$ cat config.mk
export PLATFORM = sky130hd
export DESIGN_NAME = bsd_ctrl
export DESIGN_NICKNAME = d
export VERILOG_FILES = /design/src/rtl/bsd_pkg.sv /design/src/rtl/bsd_ctrl.sv
export SDC_FILE = /design/constraint.sdc
export NUM_CORES = 1
export LEC_CHECK = 0
export CAP_MARGIN = 20
export CORE_AREA = 3 3 40 42
export CTS_CLUSTER_DIAMETER = 150
export CTS_CLUSTER_SIZE = 10
export DETAILED_ROUTE_END_ITERATION = 12
export DIE_AREA = 0 0 43 45
export DONT_BUFFER_PORTS = 1
export PLACE_DENSITY = 0.61
export SYNTH_ARGS = -nofsm -noshare
export SYNTH_HDL_FRONTEND = slang
export SYNTH_SLANG_ARGS = --single-unit
export TNS_END_PERCENT = 100
$ cat constraint.sdc
create_clock -name clk -period 3.05 [get_ports clk]
set_input_delay 0.305 -clock clk [delete_from_list [all_inputs] [get_ports clk]]
set_output_delay 0.305 -clock clk [all_outputs]
set_load 0.05 [all_outputs]
$ cat src/rtl/bsd_pkg.sv
// Shared types and constants of the bilinear saddle detector.
// Holds the sequencer state type and the control and status bundles.
// No dependencies.
`timescale 1ns / 1ps

package bsd_pkg;

  // Fixed widths of the port fields.
  localparam int PIX_W   = 16;
  localparam int LEVEL_W = 24;
  localparam int LW_W    = 11;

  // Reset value of the line width register.
  localparam logic [LW_W-1:0] LW_RESET = LW_W'(1024);

  // One quotient bit is produced in each division step.
  localparam int DIV_CNT_W = $clog2(LEVEL_W);
  localparam logic [DIV_CNT_W-1:0] DIV_LAST = DIV_CNT_W'(LEVEL_W - 1);

  typedef enum logic [2:0] {
    ST_IDLE,
    ST_READ,
    ST_MUL_AD,
    ST_MUL_BC,
    ST_PREP,
    ST_CHECK,
    ST_DIV,
    ST_DONE
  } bsd_state_t;

  // Strobes from the sequencer to the datapath and the top level.
  typedef struct packed {
    logic idle;
    logic mem_rd;
    logic mul_ad;
    logic mul_bc;
    logic prep;
    logic check;
    logic div_step;
    logic load_out;
  } bsd_ctl_t;

  // Decisions the datapath hands back to the sequencer.
  typedef struct packed {
    logic saddle;
    logic skip_div;
  } bsd_sts_t;

endpackage

$ cat src/rtl/bsd_ctrl.sv
// Sequencer of the saddle detector: steps one item through read, multiply,
// magnitude, check and the bit-serial division. Depends on bsd_pkg.
`timescale 1ns / 1ps

module bsd_ctrl (
  input  logic              clk,
  input  logic              rst_n,
  input  logic              start,
  input  logic              cell_valid,
  input  logic              out_free,
  input  bsd_pkg::bsd_sts_t sts,
  output bsd_pkg::bsd_ctl_t ctl
);

  import bsd_pkg::*;

  bsd_state_t             state_r, state_nxt;
  logic [DIV_CNT_W-1:0]   div_cnt_r, div_cnt_nxt;

  always_ff @(posedge clk) begin
    if (!rst_n) begin
      state_r   <= ST_IDLE;
      div_cnt_r <= '0;
    end else begin
      state_r   <= state_nxt;
      div_cnt_r <= div_cnt_nxt;
    end
  end

  always_comb begin
    state_nxt   = state_r;
    div_cnt_nxt = '0;
    case (state_r)
      ST_IDLE: begin
        if (start) begin
          state_nxt = ST_READ;
        end
      end
      ST_READ:   state_nxt = ST_MUL_AD;
      ST_MUL_AD: begin
        state_nxt = (cell_valid && sts.saddle) ? ST_MUL_BC : ST_DONE;
      end
      ST_MUL_BC: state_nxt = ST_PREP;
      ST_PREP:   state_nxt = ST_CHECK;
      ST_CHECK: begin
        state_nxt = sts.skip_div ? ST_DONE : ST_DIV;
      end
      ST_DIV: begin
        if (div_cnt_r == DIV_LAST) begin
          state_nxt = ST_DONE;
        end else begin
          div_cnt_nxt = div_cnt_r + 1'b1;
        end
      end
      ST_DONE: begin
        if (out_free) begin
          state_nxt = ST_IDLE;
        end
      end
      default: state_nxt = ST_IDLE;
    endcase
  end

  always_comb begin
    ctl = '0;
    case (state_r)
      ST_IDLE:   ctl.idle     = 1'b1;
      ST_READ:   ctl.mem_rd   = 1'b1;
      ST_MUL_AD: ctl.mul_ad   = 1'b1;
      ST_MUL_BC: ctl.mul_bc   = 1'b1;
      ST_PREP:   ctl.prep     = 1'b1;
      ST_CHECK:  ctl.check    = 1'b1;
      ST_DIV:    ctl.div_step = 1'b1;
      ST_DONE:   ctl.load_out = out_free;
      default:   ctl = '0;
    endcase
  end

  // The step counter only runs during the division.
  assert property (@(posedge clk) disable iff (!rst_n)
    (state_r != ST_DIV) |-> (div_cnt_r == '0))
    else $error("division counter running outside the division");

  // Exactly one result is loaded per started item: the load ends the item.
  assert property (@(posedge clk) disable iff (!rst_n)
    ctl.load_out |=> (state_r == ST_IDLE))
    else $error("result loaded without returning to idle");

  // The sequencer only leaves idle when a pixel is taken.
  assert property (@(posedge clk) disable iff (!rst_n)
    ((state_r == ST_IDLE) && !start) |=> (state_r == ST_IDLE))
    else $error("sequencer left idle without a pixel");

endmodule

==> key figures <==
Run status
  • Status: completed

Detailed routing
  • DR vias: 357
  • Top sig layer: met3
  • Drt wl/cell: 11.82 um
  • Drt pass-1 iters: 2
  • Post-route DRC violation count: 0
  • Routed length on met2: 382 um
  • Met3 WL: 47 um
  • Total Wirelength: 851 um
  • Vias/cell: 4.958
  • Antenna Nets Post-Route: 0
  • M1 WL: 421 um
  • DRT iter0 DRCs: 2

Layout
  • Nets: 71
  • Non-Filler Instances: 72
  • Area delta synth->final: 9.186%
  • Final Instance Area: 520.5 um2
  • Filler cells: 138
  • Share of cells above drive strength 1: 0.08772
  • Diode count: 0

STA
  • Fmax: 504.0 MHz
  • Final WS setup: 1.066 ns
  • Final Hold Vio Count: 0
  • TNS Setup: 0 ns
  • Normalized max-slew margin: 0.3730
  • Period utilization: 0.6505
  • Fin. max-slew vios: 0
  • Setup violators final: 0
  • RSZ-0062 raised after global routing: false
  • Final min period: 1.984 ns
  • Clock Skew: 0.002127 ns
  • Worst-margin pin slew: 0.9385 ns

Worst setup path
  • CP endpoint: ctl[5]
  • Critical Path AT: 1.68 ns
  • R2r startpoint: state_r[0]$_SDFFE_PN0P_
  • Cells along the critical path: inv_1 > ha_1 > nor2b_1
  • Startpoint types: register
  • CP required: 2.74 ns
  • Crit path capture type: output pin
  • Max incr delay on CP: 0.77 ns
  • Reg2reg end: state_r[2]$_SDFFE_PN0P_
  • CP max-delay cell: nor2b_1
  • Worst Reg-to-Reg Cells: 5
  • Worst-path fanout max: 5
  • R2r setup slk: 1.12 ns
  • CP startpoint: state_r[0]$_SDFFE_PN0P_
  • WS Path Type: reg -> out

Floorplan
  • Placement row count: 13
  • Die area: 1935 um2
  • Core Region: 1285 um2
  • Starting Density: 0.3710
  • Die Ht: 45 um
  • I/O pins: 15
  • Die Wd: 43 um

Global route
  • Total GRT Usage: 0.1036
  • Antenna violations before repair: 0
  • Grt total ovfl: 0
  • Largest net degree at the start of global routing: 13
  • Vias in the first global route: 325
  • First-pass GRT wire length: 1.373 mm

Clocking
  • Clk slew on worst S/H paths: 0.05 ns
  • CTS Root Cell: clkbuf_4
  • Post-CTS Setup Inserts: 0
  • CTS tree: built
  • Post-CTS Resized: 0
  • Maximum root-to-sink buffer count: 2
  • H-Tree Level Count: 1
  • Clock sinks: 8
  • Total CTS buffers: 3
  • Count of hold-fix buffers inserted at cts: 0
  • Clock Latency Late Sink: 0.25 ns

Placed design
  • DP Cell Count: 69
  • GPL Wtd Cong: 0.7272
  • PortBufs: 0
  • Placement Cell Area: 498.0 um2
  • Place WS: 1.122 ns

Power
  • Worst VDD drop: 0.0003096 V
  • Power density over the cells: 932.9 nW/um2
  • Leakage: 0.2285 nW
  • Final Power: 0.4856 mW

Yosys
  • Synth Register Bits: 8
  • Syn_nets: 66
  • Seq/Total Area, Yosys: 0.3360
  • Post-synthesis instance total: 54
  • Cell accounting for the most synthesized area: dfxtp_1
  • Syn Std Cell Area: 476.7 um2
  • Synth area leaders: dfxtp_1 34%, ha_1 13%, nor2b_1 6.6%
  • Main synth FF type: dfxtp_1
  • Synth warn: 0
  • Post-synth top area share: 0.3360
  • EDFF count, synth: 0
  • Synth unique cells: 24
  • Ys async rst share: 0
  • Mapped Avg Cell Area: 8.828 um2

Flow run
  • Max Cap Viol: 0

Min path
  • Worst hold path startpoint: rst_n
  • Hold Crit Class: in -> reg
## cells in the mapped netlist (all sizes together), types with 2 or more instances
library cell  count
inv               4
nand4b            2
ha                5
and2              3
nor2b             5
nor2              5
dfxtp             8
nand3             2
a21oi             2
nand2             4
## how the worst min path moves through the flow
| stage | cells after the start | end | slack [ns] |
|---|---|---|---|
| 6_report | 2 | state_r[0]$_SDFFE_PN0P_ | 0.18 |
| 5_1_grt | 1 | state_r[2]$_SDFFE_PN0P_ | 0.16 |
| 4_1_cts | 2 | state_r[0]$_SDFFE_PN0P_ | 0.17 |
| 3_5_place_dp | 2 | state_r[0]$_SDFFE_PN0P_ | 0.43 |
| 3_3_place_gp | 1 | div_cnt_r[0]$_SDFF_PP0_ | 0.43 |
| 2_1_floorplan | 1 | div_cnt_r[0]$_SDFF_PP0_ | 0.42 |
## report_power, final
part | internal, mW | total [mW] | switching [mW]
Combinational | 0.0805 | 0.270 | 0.190
Clock | 0.0448 | 0.0768 | 0.0320
Sequential | 0.120 | 0.139 | 0.0184
## placed cells by master (no fill, tap or decap), drive strengths merged, types with 2 or more instances in the layout
cell	count
nor2	5
clkbuf	3
ha	5
nand2	4
nor2b	5
and2	3
nand4b	2
nand3	2
dfxtp	8
a21oi	2
inv	4
## routing by layer
metal / up-vias / GRT usage
met5: - / 0
li1: 192 / -
met3: 0 / 0.06375
met1: 159 / 0.1241
met2: 6 / 0.1347
met4: 0 / 0.07229
## final cells by class
class                           count  area [um2]  area share
Clock buffer                        3       22.52     0.04327
Inverter                            4       15.01     0.02885
Multi-Input combinational cell     41       296.5      0.5697
Sequential cell                     8       160.2      0.3077
Tap cell                           15       18.77     0.03606
Timing Repair Buffer                1       7.507     0.01442
## state kept, by name, indices dropped and copies added (netlist names)
name       cells
state_r        3
div_cnt_r      5
## logic make-up (layout without fill, tap and decap cells)
family | Yosys count | in the layout | share of synthesized area
buffers and inverters | 5 | 8 | 0.04198
adder cells (fa/ha/maj) | 5 | 5 | 0.1312
multiplexers | 1 | 1 | 0.02100
XOR/XNOR | 2 | 2 | 0.03675
AND/OR/NAND/NOR | 25 | 25 | 0.2940
flip-flops | 8 | 8 | 0.3360
AO/OA/AOI/OAI | 8 | 8 | 0.1391
## worst max-delay path, delay by kind of cell, from the launching register on
kind,cells,cell delay (ns)
and+or+nand+nor,1,0.77
DFF,1,0.32
buffers and inverters,1,0.10
adders and majority gates,1,0.24
## per-stage QoR
stage               hold slack, ns    util
finish                      0.1756  0.4051
detailed placement          0.4350  0.3875
global placement            0.4342  0.3875
floorplan                   0.4176       -
global route                0.1640  0.4051
CTS                         0.1653  0.4051
Note: power is estimated with default switching activity, not from simulation.
