`config.mk`:
```
export PLATFORM = sky130hd
export DESIGN_NAME = bsd_arith
export DESIGN_NICKNAME = d
export VERILOG_FILES = /design/src/rtl/bsd_pkg.sv /design/src/rtl/bsd_arith.sv
export SDC_FILE = /design/constraint.sdc
export NUM_CORES = 1
export LEC_CHECK = 0
export BUFFER_PORTS_ARGS = -buffer_cell sky130_fd_sc_hd__buf_2
export CORE_ASPECT_RATIO = 0.7
export CORE_MARGIN = 4
export CORE_UTILIZATION = 44
export CTS_CLUSTER_SIZE = 16
export DETAILED_ROUTE_END_ITERATION = 6
export GPL_ROUTABILITY_DRIVEN = 0
export SLEW_MARGIN = 20
export SYNTH_ARGS = -nofsm -noshare
export SYNTH_HDL_FRONTEND = slang
export SYNTH_SLANG_ARGS = --single-unit
```
`constraint.sdc`:
```
create_clock -name clk -period 13.24 [get_ports clk]
set_input_delay 0.662 -clock clk [delete_from_list [all_inputs] [get_ports clk]]
set_output_delay 0.662 -clock clk [all_outputs]
set_load 0.03 [all_outputs]
```
`src/rtl/bsd_pkg.sv`:
```
// Shared types and constants of the bilinear saddle detector.
// Holds the sequencer state type and the control and status bundles.
// No dependencies.
`timescale 1ns / 1ps

package bsd_pkg;

  // Fixed widths of the port fields.
  localparam int PIX_W   = 16;
  localparam int LEVEL_W = 24;
  localparam int LW_W    = 11;

  // Reset value of the line width register.
  localparam logic [LW_W-1:0] LW_RESET = LW_W'(1024);

  // One quotient bit is produced in each division step.
  localparam int DIV_CNT_W = $clog2(LEVEL_W);
  localparam logic [DIV_CNT_W-1:0] DIV_LAST = DIV_CNT_W'(LEVEL_W - 1);

  typedef enum logic [2:0] {
    ST_IDLE,
    ST_READ,
    ST_MUL_AD,
    ST_MUL_BC,
    ST_PREP,
    ST_CHECK,
    ST_DIV,
    ST_DONE
  } bsd_state_t;

  // Strobes from the sequencer to the datapath and the top level.
  typedef struct packed {
    logic idle;
    logic mem_rd;
    logic mul_ad;
    logic mul_bc;
    logic prep;
    logic check;
    logic div_step;
    logic load_out;
  } bsd_ctl_t;

  // Decisions the datapath hands back to the sequencer.
  typedef struct packed {
    logic saddle;
    logic skip_div;
  } bsd_sts_t;

endpackage

```
`src/rtl/bsd_arith.sv`:
```
// Arithmetic datapath: saddle test, one shared multiplier, magnitudes and a
// restoring divider stepped one quotient bit per cycle.
// Depends on bsd_pkg for the control and status bundles.
`timescale 1ns / 1ps

module bsd_arith #(
  parameter int PIXEL_BITS    = 16,
  parameter int FRACTION_BITS = 8
) (
  input  logic                         clk,
  input  logic                         rst_n,
  input  bsd_pkg::bsd_ctl_t            ctl,
  input  logic [PIXEL_BITS-1:0]        pix_a,
  input  logic [PIXEL_BITS-1:0]        pix_b,
  input  logic [PIXEL_BITS-1:0]        pix_c,
  input  logic [PIXEL_BITS-1:0]        pix_d,
  output bsd_pkg::bsd_sts_t            sts,
  output logic                         saddle,
  output logic [bsd_pkg::LEVEL_W-1:0]  level
);

  import bsd_pkg::*;

  localparam int PW   = 2 * PIXEL_BITS;          // product width
  localparam int RW   = PIXEL_BITS + 1;          // divisor and remainder width
  localparam int SH   = LEVEL_W - FRACTION_BITS; // scale of the overflow test
  localparam int CMPW = (PW > RW + SH) ? PW : RW + SH;
  localparam int XW   = LEVEL_W + RW;            // dividend width that fits
  localparam int NB   = PW + FRACTION_BITS;
  localparam int NW   = (NB > XW) ? NB : XW;

  logic [PIXEL_BITS-1:0] lo_v, hi_v;
  logic                  below, above;
  logic [PIXEL_BITS-1:0] mul_x, mul_y;
  logic [PW-1:0]         prod;
  logic [PW-1:0]         prod_ad_r, prod_bc_r;
  logic [RW-1:0]         sum_ad, sum_bc;
  logic [PW-1:0]         un_r;
  logic [RW-1:0]         ud_r;
  logic                  ovf_c, zero_c;
  logic                  ovf_r, zero_r, saddle_r;
  logic [NW-1:0]         n_full;
  logic [RW-1:0]         rem_r;
  logic [LEVEL_W-1:0]    dvd_r;
  logic [RW:0]           trial;
  logic                  trial_ge;
  logic [RW:0]           trial_sub;

  // Saddle: both off-diagonal corners strictly below, or both strictly above, the diagonal's range.
  always_comb begin
    lo_v  = (pix_a < pix_d) ? pix_a : pix_d;
    hi_v  = (pix_a < pix_d) ? pix_d : pix_a;
    below = (pix_b < lo_v) && (pix_c < lo_v);
    above = (pix_b > hi_v) && (pix_c > hi_v);
  end

  // The single multiplier serves both products on successive cycles.
  assign mul_x = ctl.mul_ad ? pix_a : pix_b;
  assign mul_y = ctl.mul_ad ? pix_d : pix_c;
  assign prod  = PW'(mul_x) * PW'(mul_y);

  assign sum_ad = RW'(pix_a) + RW'(pix_d);
  assign sum_bc = RW'(pix_b) + RW'(pix_c);

  assign zero_c = (ud_r == '0);
  assign ovf_c  = CMPW'(un_r) >= (CMPW'(ud_r) << SH);
  assign n_full = NW'(un_r) << FRACTION_BITS;

  assign trial     = {rem_r, dvd_r[LEVEL_W-1]};
  assign trial_ge  = trial >= {1'b0, ud_r};
  assign trial_sub = trial - {1'b0, ud_r};

  always_ff @(posedge clk) begin
    if (ctl.mul_ad) begin
      prod_ad_r <= prod;
      saddle_r  <= below || above;
    end
    if (ctl.mul_bc) begin
      prod_bc_r <= prod;
    end
    if (ctl.prep) begin
      un_r <= (prod_ad_r >= prod_bc_r) ? prod_ad_r - prod_bc_r : prod_bc_r - prod_ad_r;
      ud_r <= (sum_ad >= sum_bc) ? sum_ad - sum_bc : sum_bc - sum_ad;
    end
    if (ctl.check) begin
      ovf_r <= ovf_c;
      zero_r <= zero_c;
      // With no overflow the upper part is already below the divisor.
      rem_r <= n_full[XW-1:LEVEL_W];
      dvd_r <= n_full[LEVEL_W-1:0];
    end else if (ctl.div_step) begin
      rem_r <= trial_ge ? trial_sub[RW-1:0] : trial[RW-1:0];
      dvd_r <= {dvd_r[LEVEL_W-2:0], trial_ge};
    end
  end

  assign sts.saddle   = below || above;
  assign sts.skip_div = zero_c || ovf_c;
  assign saddle       = saddle_r;
  assign level        = zero_r ? '0 : (ovf_r ? '1 : dvd_r);

  // The partial remainder stays below the divisor throughout the division.
  assert property (@(posedge clk) disable iff (!rst_n)
    ctl.div_step |-> (rem_r < ud_r))
    else $error("division remainder reached the divisor");

  // A division is only started with a nonzero divisor and no overflow.
  assert property (@(posedge clk) disable iff (!rst_n)
    ctl.check && !sts.skip_div |=> !zero_r && !ovf_r)
    else $error("division started on a saturated or zero case");

  // The shared multiplier is never asked for both products at once.
  assert property (@(posedge clk) disable iff (!rst_n)
    !(ctl.mul_ad && ctl.mul_bc))
    else $error("multiplier claimed twice in one cycle");

endmodule

```
==> results.md <==
- The run finished with clean final reports.
- The register clock-pin slew on the reported worst setup and hold paths is 80 ps.
- Summing over every cut layer, the via total after detailed routing is 19.80k.
- The wire length per cell after detailed routing is ~20 um.
- The yosys synthesis warning count is 0.
- Of all nets on the critical path, the largest fanout is 63.
- After clock tree synthesis, the repair step resized 0 gates.
- The number of different library cells used by synthesis comes to 81.
- The max-slew violation total from the final report is 0.
- Of the total synthesized cell area, the portion taken by full adders, half adders and majority gates is 0.3490.
- For the worst setup path, the data arrival time is 8440 ps.
- The synthesized netlist net count is 3,295.
- The mapped netlist covers 23,830 um^2.
- The number of buffers on the longest clock path is 2.
- The start point of the critical path is ctl[5].
- The first detailed-routing pass took 5 iterations.
- The number of antenna violations at the first check in global routing is 1.
- The most numerous cell type found on the critical path is fa_1.
- The number of port buffers is 96.
- Of the synthesized area, sequential elements account for 0.1941.
- The via count of the first global-routing pass is 19.23k.
- Detailed placement ended at an HPWL of 56,900 um.
- In this run, synthesis produced a sequential element count of approximately 160.
- The sum of routed wire length over all layers is 68,590 um.
- The highest achievable clock rate is 0.1210 GHz.
- For this run the aggregate overflow at the end of global routing stands at 0.
- The final period demand of the worst path is 8261 ps.
- The number of cells on the worst hold path is 2.
- The wire length of the first global-routing pass is 109,000 um.
- The ratio of final minimum period to clock period is 0.6240.
- The critical path class is in2reg.
- In the layout the commonest cells are inv_1, ha_1, nor2_1, nand2_1, fa_1.
- The detailed-route DRC error count is 0.
- The total core area is 53,660 um^2.
- CTS saw 157 sinks.
- The flip-flop cell with the highest count after synthesis is edfxtp_1.
- The kind of capture point of the worst setup path is a register.
- The worst hold slack across all endpoints is 494.2 ps.
- The slowest cell on the critical path is buf_4.
- The number of antenna diodes in the final layout is 0.
- The initial standard-cell utilization of the core is 0.4441.
- The hold violation count in the final report is 0.
- The number of cell instances on the worst register-to-register path is 12.
- The startpoint of the worst-slack reg-to-reg timing path is prod_bc_r[23].
- The share of synthesized registers carrying an async set or reset is 0.
- The overall die area is 58,000 um^2.
- The synthesized-area fraction occupied by ao, oa, aoi and oai cells is 0.1518.
- The cell count after synthesis is between 2k and 3k.
- Of the total synthesized cell area, the portion taken by AND, OR, NAND and NOR gates is 0.1324.
- In the routed layout, each cell is associated on average with a via count of 5.702.
- The final-stage net count is 3,347.
- The final clock skew is 15.22 ps.
- The fill cell total of the finished layout is 5,182.
- In the global route stage, overall resource usage came out at 0.2381.
- For this block, the initial DRC count from the detailed router was 1,931.
- The count of final setup violators is 0.
- After synthesis, the share of cell area in mux cells is 0.05382.
- TritonCTS built the clock tree.
- The die is 202.7 um tall.
- The maximum number of pins on one net before global-route repair is 64.
- Of the total synthesized cell area, the portion taken by XOR and XNOR cells is 0.04080.
- Adding up every negative setup slack in the final design gives 0 ps.
- At the pin with the least slew margin, the transition time is 1133 ps.
- The number of clock buffers added by TritonCTS is 17.
- The average footprint of a synthesized cell is 8.901 um^2.
- The remaining max-slew budget at the tightest pin is 0.2253.
- For this run, the slowest stage of the critical path takes between 600 and 700 ps.
- The most common cell after layout, fill and taps aside is inv_1.
- The post-cts hold buffer count is 0.
- The remaining number of nets flagged by the antenna check after routing is 0.
- The share of final-layout standard cells stronger than drive strength 1 is 0.07950.
- The startpoint identified for the worst hold timing path is rem_r[16].
- The tree is rooted in a clkbuf_16.
- The H-tree generated during clock tree synthesis spans 4 levels.
- The growth of design area from synthesis to finish is 7.504%.
- The number of enable-type register cells in the synthesized netlist is about 150.
- The main combinational cell family by area after synthesis is adder cells.
- Across the run, the number of max-cap violations was 0.
- The post-CTS setup repair buffer count is 0.
- between 100 and 150 I/O pins were placed.
- The floorplan has 71 rows.
- Setup repair after global routing left no endpoint under its margin.
- The floorplan step set the die width to 286.1 um.
- The type of the most critical hold path is reg2reg.
- The required time at the worst-slack endpoint is about 13,000 ps.
- The clock reaches the later pin of the worst-skew pair after 450 ps.
- The critical path goes through buf_4, buf_4, mux2_2, nand2_1, fa_1, fa_1, fa_1, fa_1, inv_1, fa_1, fa_1, ha_1, a21o_1, a21o_1, a221o_1, a31oi_1, o2111ai_1, a31o_2, a21oi_2, o2111ai_1, a21oi_1, xnor2_1.
- The worst setup path is launched from a primary input.
==> per-stage QoR <==
step           utilization  cells  instance area, um^2  worst slack (ps)
2_1_floorplan            -   2677                23830              5447
3_3_place_gp        0.4660   3440                25000              4629
3_5_place_dp        0.4660   3440                25010              4504
4_1_cts             0.4772   3472                25610              4990
5_1_grt             0.4774   3472                25620              4458
6_report            0.4774   3472                25620              4979
==> final cells by class <==
class,instances,area (um^2),area share
clock buffer,17,425.4,0.01661
sequential,157,4624,0.1805
clock inverter,15,175.2,0.006838
inverter,398,1494,0.05832
timing repair buffer,113,610.6,0.02384
multi-input combinational,2042,17370,0.6782
tap,730,913.4,0.03566
==> state kept, by name, indices dropped and copies added, names as in the netlist <==
signal     cells
prod_ad_r     32
prod_bc_r     32
un_r          32
dvd_r         24
rem_r         17
ud_r          17
ovf_r          1
saddle         1
zero_r         1
==> path summary, 6_finish.rpt <==
| kind | to | slack, ps |
|---|---|---|
| worst max-delay path | prod_ad_r[30] | 4980 |
| worst min-delay path | rem_r[16] | 490 |
| worst min register to register | rem_r[16] | 490 |
| worst max register to register | un_r[29] | 9090 |
==> worst max-delay path: cells and delay by family <==
| family | cells | cell delay [ps] |
|---|---|---|
| AOI/OAI and AO/OA | 9 | 2270 |
| xor gates and xnor gates | 1 | 290 |
| adders and majority gates | 7 | 3240 |
| buffers and inverters | 3 | 1250 |
| muxes | 1 | 540 |
| and+or+nand+nor | 1 | 130 |
==> kinds of logic after synthesis <==
group,after synthesis
flip-flops,157
XOR/XNOR,111
multiplexers,123
AO/OA/AOI/OAI,552
AND/OR/NAND/NOR,712
buffers and inverters,478
adder cells (fa/ha/maj),544
==> synthesized netlist by cell type (all sizes together), types with 6 or more instances <==
master   instances  area share
inv            398       0.063
ha             343        0.18
nor2           281       0.044
nand2          224       0.035
fa             201        0.17
a21oi          195       0.043
edfxtp         148        0.19
o21ai           90       0.019
mux2i           82       0.034
xnor2           80       0.029
a21o            64       0.020
clkbuf          44      0.0070
mux2            41       0.019
nand4           37       0.010
buf             36      0.0084
nor2b           33      0.0087
o21bai          33       0.010
nor3            32      0.0069
xor2            31       0.011
nand2b          28      0.0074
nand3           25      0.0053
o21a            25      0.0079
a211oi          22      0.0069
a22o            15      0.0055
o31ai           15      0.0047
a31oi           12      0.0032
nor4            12      0.0032
or2             11      0.0029
o211ai          10      0.0032
dfxtp            9      0.0076
a221o            7      0.0029
and2             7      0.0018
a2111oi          6      0.0025
o221ai           6      0.0022
o41ai            6      0.0025
==> routing by layer <==
| metal | wire length, um | share of wire | global-route usage | vias up |
|---|---|---|---|---|
| met5 | 13 | 0.00019 | 0 | - |
| met2 | 27940 | 0.41 | 0.3402 | 817 |
| li1 | - | - | - | 9234 |
| met1 | 32520 | 0.47 | 0.3623 | 9691 |
| met3 | 7538 | 0.11 | 0.06970 | 52 |
| met4 | 571 | 0.0083 | 0.03528 | 2 |
Power is not shown: default switching activity piles up to over one toggle a cycle in this logic, so the estimate is an artifact.
